==> src/hdl/egbr_pkg.sv <==
package egbr_pkg;

  localparam int BUFFER_BYTES_DEFAULT = 4096;

  localparam int OP_W      = 4;
  localparam int BITS_W    = 6;
  localparam int VALUE_W   = 33;
  localparam int ERR_W     = 3;
  localparam int POS_W     = 16;
  localparam int CNT_W     = 13;
  localparam int MAX_ZEROS = 30;
  localparam int MAX_BITS  = 32;
  localparam int WIN_W     = 40;

  typedef enum logic [OP_W-1:0] {
    OP_CLEAR     = 4'd0,
    OP_APPEND    = 4'd1,
    OP_REWIND    = 4'd2,
    OP_READ_U    = 4'd3,
    OP_READ_S    = 4'd4,
    OP_PEEK      = 4'd5,
    OP_READ_BYTE = 4'd6,
    OP_PEEK_BYTE = 4'd7,
    OP_UE        = 4'd8,
    OP_SE        = 4'd9,
    OP_ALIGN     = 4'd10
  } op_e;

  typedef enum logic [ERR_W-1:0] {
    ERR_OK        = 3'd0,
    ERR_NO_DATA   = 3'd1,
    ERR_BAD_COUNT = 3'd2,
    ERR_UNALIGNED = 3'd3,
    ERR_ZEROS     = 3'd4
  } err_e;

  typedef enum logic [3:0] {
    ST_IDLE,
    ST_EXEC,
    ST_P_RD,
    ST_P_DAT,
    ST_SUF,
    ST_G_RD,
    ST_G_DAT,
    ST_G_FIN,
    ST_CODE,
    ST_SIGN,
    ST_FIN
  } state_e;

  typedef struct packed {
    logic [VALUE_W-1:0] value;
    logic [ERR_W-1:0]   err;
    logic [POS_W-1:0]   pos;
    logic [CNT_W-1:0]   fill;
  } egbr_result_t;

endpackage

==> src/hdl/egbr_out_stage.sv <==
module egbr_out_stage import egbr_pkg::*; (
  input  logic                      clk_i,
  input  logic                      rst_ni,
  input  logic                      res_valid_i,
  input  egbr_result_t              res_i,
  output logic                      res_take_o,
  output logic                      out_valid_o,
  input  logic                      out_stall_i,
  output logic signed [VALUE_W-1:0] value_o,
  output logic [ERR_W-1:0]          error_code_o,
  output logic [POS_W-1:0]          position_bits_o,
  output logic                      is_aligned_o,
  output logic                      bits_left_o,
  output logic [CNT_W-1:0]          stored_bytes_o,
  output logic [CNT_W-1:0]          whole_bytes_left_o
);

  logic               valid_q, valid_d;
  logic [VALUE_W-1:0] value_q;
  logic [ERR_W-1:0]   err_q;
  logic [POS_W-1:0]   pos_q;
  logic               aligned_q, left_q;
  logic [CNT_W-1:0]   fill_q, whole_q;

  logic             load;
  logic [POS_W:0]   pos_round;
  logic [CNT_W:0]   used;
  logic [CNT_W-1:0] whole;

  assign res_take_o = !valid_q || !out_stall_i;
  assign load       = res_valid_i && res_take_o;
  assign pos_round  = {1'b0, res_i.pos} + (POS_W+1)'(7);
  assign used       = pos_round[POS_W:3];
  assign whole      = ({1'b0, res_i.fill} >= used) ?
                      CNT_W'({1'b0, res_i.fill} - used) : '0;

  always_comb begin
    valid_d = valid_q;
    if (load) begin
      valid_d = 1'b1;
    end else if (!out_stall_i) begin
      valid_d = 1'b0;
    end
  end

  always_ff @(posedge clk_i or negedge rst_ni) begin
    if (!rst_ni) begin
      valid_q <= 1'b0;
    end else begin
      valid_q <= valid_d;
    end
  end

  always_ff @(posedge clk_i) begin
    if (load) begin
      value_q   <= res_i.value;
      err_q     <= res_i.err;
      pos_q     <= res_i.pos;
      aligned_q <= res_i.pos[2:0] == 3'd0;
      left_q    <= res_i.pos < {res_i.fill, 3'b000};
      fill_q    <= res_i.fill;
      whole_q   <= whole;
    end
  end

  assign out_valid_o        = valid_q;
  assign value_o            = $signed(value_q);
  assign error_code_o       = err_q;
  assign position_bits_o    = pos_q;
  assign is_aligned_o       = aligned_q;
  assign bits_left_o        = left_q;
  assign stored_bytes_o     = fill_q;
  assign whole_bytes_left_o = whole_q;

endmodule

==> config.mk <==
export PLATFORM = sky130hd
export DESIGN_NAME = egbr_out_stage
export DESIGN_NICKNAME = d
export VERILOG_FILES = /design/src/hdl/egbr_pkg.sv /design/src/hdl/egbr_out_stage.sv
export SDC_FILE = /design/constraint.sdc
export NUM_CORES = 1
export LEC_CHECK = 0
export BUFFER_PORTS_ARGS = -buffer_cell sky130_fd_sc_hd__buf_2
export CAP_MARGIN = 20
export CORE_UTILIZATION = 52
export DETAILED_ROUTE_END_ITERATION = 8
export PLACE_DENSITY = 0.85
export SLEW_MARGIN = 15
export SYNTH_ARGS = -nofsm -noshare
export SYNTH_HDL_FRONTEND = slang
export SYNTH_SLANG_ARGS = --single-unit
==> constraint.sdc <==
create_clock -name clk_i -period 4.6 [get_ports clk_i]
set_clock_uncertainty 0.2 [all_clocks]
set_input_delay 1.15 -clock clk_i [delete_from_list [all_inputs] [get_ports clk_i]]
set_output_delay 1.15 -clock clk_i [all_outputs]
set_load 0.1 [all_outputs]
==> results.json <==
{
  "insertion_delay_ns": 0.34,
  "layout_min_cycle_time_ns": 3.97,
  "totalWireLength_um": 7540,
  "synthArstFlopShare_pct": 1.23,
  "viasPerCell": 5.08,
  "arrival_ns": 3.94,
  "synth-xor-area-share_pct": 4.98,
  "avgSynthCellArea_um2": 14.4,
  "cellPowerDensity_mw_per_mm2": 410,
  "setup_violations": 0,
  "post_cts_resized": 0,
  "root_buffer": "clkbuf_8",
  "slew_violations": 0,
  "ctsLongestPathBuffers": 2,
  "worst_slew_pin_slew_ns": 0.998,
  "hold_ws_ns": 0.332,
  "pin_count": 151,
  "drv_cap": 0,
  "grt_pass1_wl_um": 11500,
  "ir_worst_vdd_v": 0.000216,
  "ctsHtreeMaxLevel": 3,
  "cpPeakStageDelay_ns": 0.39,
  "synthAdderAreaFrac_pct": 9.02,
  "grt_max_degree": 81,
  "cts_sinks": 81,
  "synth_edf_count": 80,
  "synth_top_family_by_area": "simple AND/OR/NAND/NOR gates",
  "status": "finished clean",
  "start_kind": "input port",
  "grt_overflow": 0,
  "syn_to_final_growth_pct": 28.2,
  "dpl-instance-area_mm2": 0.00454,
  "synth.largest_area_cell": "edfxtp_1",
  "clk_pin_slew_worst_paths_ns": 0.09,
  "rows": 30,
  "final_hold_viol_count": 0,
  "ys.flop_type": "edfxtp_1",
  "critPathMaxFanout": 13,
  "drcViolationCount": 0,
  "tritoncts": "done",
  "fmax_mhz": 252,
  "rsz0062_at_grt": "false",
  "hold_buffers": 0,
  "die_area_mm2": 0.00744,
  "grt_pass1_vias": 2477,
  "slowest_stage": "ha_1",
  "fp.dieW_um": 86.2,
  "cp-end-kind": "flop",
  "timing.slew.headroom_pct": 33.5,
  "layout_commonest_cell": "buf_2",
  "fin_nets": 510,
  "required_ns": 4.57,
  "yosys-mux-area-fraction_pct": 0.271,
  "post_cts_buffers": 0,
  "grtUsageTotal_pct": 20.4,
  "leakage_nw": 2.02,
  "final_area_mm2": 0.00473,
  "hpwl_um": 5830,
  "syn_nets": 351,
  "drt_iter0_markers": 120,
  "avgRoutedWirePerCell_um": 14.6,
  "synthSimpleGateAreaFrac_pct": 10.3,
  "antenna_found_initial": 0,
  "path_class": "input port to flop",
  "syn_inst": 256,
  "hold_class": "flop to flop",
  "finalCritPeriodShare_pct": 86.3,
  "mostFrequentLayoutCells": "buf_2 (150), edfxtp_1 (80), ha_1 (25)",
  "syn_area_mm2": 0.00369,
  "synth_cell_types": 40,
  "path_cells": "buf_2 -> nor3_2 -> nand3b_1 -> nor2_1 -> and2_1 -> nand3_1 -> xor2_1 -> ha_1 -> and3_4 -> nand2_1 -> o311ai_2 -> nand3_2 -> a211oi_1",
  "ys.warnings.count": 0,
  "fillers": 522,
  "port_buffers": 150,
  "start_util_pct": 54.0,
  "synth_top_area_share_pct": 65.1,
  "core_area_mm2": 0.00683,
  "yosys-top-cells-area": "edfxtp_1 (65%), ha_1 (8.5%), xnor2_1 (2.8%), xor2_1 (2.1%), inv_1 (1.7%)",
  "drive_above_1_share_pct": 44.3,
  "gp_congestion": 0.853,
  "die_h_um": 86.2,
  "vias": 2619,
  "finalSetupTns_ns": 0,
  "synth_compound_area_share_pct": 7.39,
  "ys_seq_area_share_pct": 65.8,
  "cts_buffers": 9,
  "postRouteAntennaNets": 0,
  "diodes": 0,
  "ys_seq_elements": 81,
  "dr.pass1.iters": 4
}
[routing by layer]
layer	share of wire (%)	track usage (%)	up-vias
li1	-	-	1267
met1	39	23.2	1238
met2	53	37.1	105
met3	6.6	4.86	9
met4	1.5	7.88	0
met5	0	0	-
[final cells by class]
class | instances | area [µm²] | share of cell area (%)
well taps | 96 | 120 | 2.54
inverters | 17 | 63.8 | 1.35
repair buffers | 150 | 751 | 15.9
clock inverters | 6 | 50.0 | 1.06
clock buffers | 10 | 138 | 2.91
multi-input cells | 156 | 1180 | 25.0
flip-flops and latches | 81 | 2430 | 51.3
[sequential cells by signal (all words and copies together) (netlist names)]
| name | cells |
|---|---|
| whole_bytes_left_o | 13 |
| value_o | 33 |
| stored_bytes_o | 13 |
| position_bits_o | 16 |
| error_code_o | 3 |
| bits_left_o | 1 |
| is_aligned_o | 1 |
| out_valid_o | 1 |
[worst paths after layout]
check	end	slack, ns	depth (start not counted)	startpoint
worst min register to register	out_valid_o$_DFFE_PN0P_	0.33	2	out_valid_o$_DFFE_PN0P_
worst max-delay path	whole_bytes_left_o[3]$_SDFFCE_PN0P_	0.63	13	res_i[15]
worst max register to register	position_bits_o[13]$_DFFE_PP_	2.68	2	out_valid_o$_DFFE_PN0P_
max in group asynchronous	out_valid_o$_DFFE_PN0P_	3.76	1	rst_ni
min in group asynchronous	out_valid_o$_DFFE_PN0P_	0.36	1	rst_ni
worst min-delay path	out_valid_o$_DFFE_PN0P_	0.33	2	out_valid_o$_DFFE_PN0P_
[report_power, final]
| part | internal [mW] | switching (mW) | total (mW) | leakage (nW) |
|---|---|---|---|---|
| Clock | 0.216 | 0.263 | 0.480 | 0.0895 |
| Combinational | 0.120 | 0.465 | 0.585 | 1.15 |
| Sequential | 0.868 | 0.00954 | 0.877 | 0.778 |
| Total | 1.20 | 0.738 | 1.94 | 2.02 |
[cell usage after synthesis, types with 2 or more instances]
cell,count
nand2b_1,2
xor2_1,9
o211a_1,2
nor2_1,13
a211oi_1,2
nand4_1,5
nand3_1,9
and2_1,3
nor3_1,5
edfxtp_1,80
nor2b_1,3
o21ai_0,11
o21a_1,3
nand2_1,13
a21oi_1,10
nand3_2,2
xnor2_1,12
nor2_2,10
inv_1,17
ha_1,25
[through the flow]
| stage | setup slack [ns] | power (mW) | instances | util [%] |
|---|---|---|---|---|
| global route | 0.340 | 2.02 | 516 | 69.3 |
| floorplan | 0.140 | 1.37 | 256 | - |
| global placement | 0.346 | 1.47 | 500 | 66.5 |
| detailed placement | 0.269 | 1.48 | 500 | 66.5 |
| CTS | 0.620 | 1.96 | 516 | 69.3 |
| finish | 0.629 | 1.94 | 516 | 69.3 |
[worst max-delay path, delay by kind of cell]
kind,cells,cell delay [ns]
AOI/OAI and AO/OA,2,0.58
xor gates and xnor gates,1,0.07
adders and majority gates,1,0.39
buffers and inverters,1,0.11
and+or+nand+nor,8,1.62
[cell families (layout without fill, tap and decap cells)]
logic type | after synthesis | after routing
AO/OA/AOI/OAI | 37 | 37
XOR/XNOR | 21 | 21
adder cells (fa/ha/maj) | 26 | 26
buffers and inverters | 19 | 183
flip-flops | 81 | 81
multiplexers | 1 | 1
AND/OR/NAND/NOR | 71 | 71
Note: power is estimated with default switching activity, not from simulation.
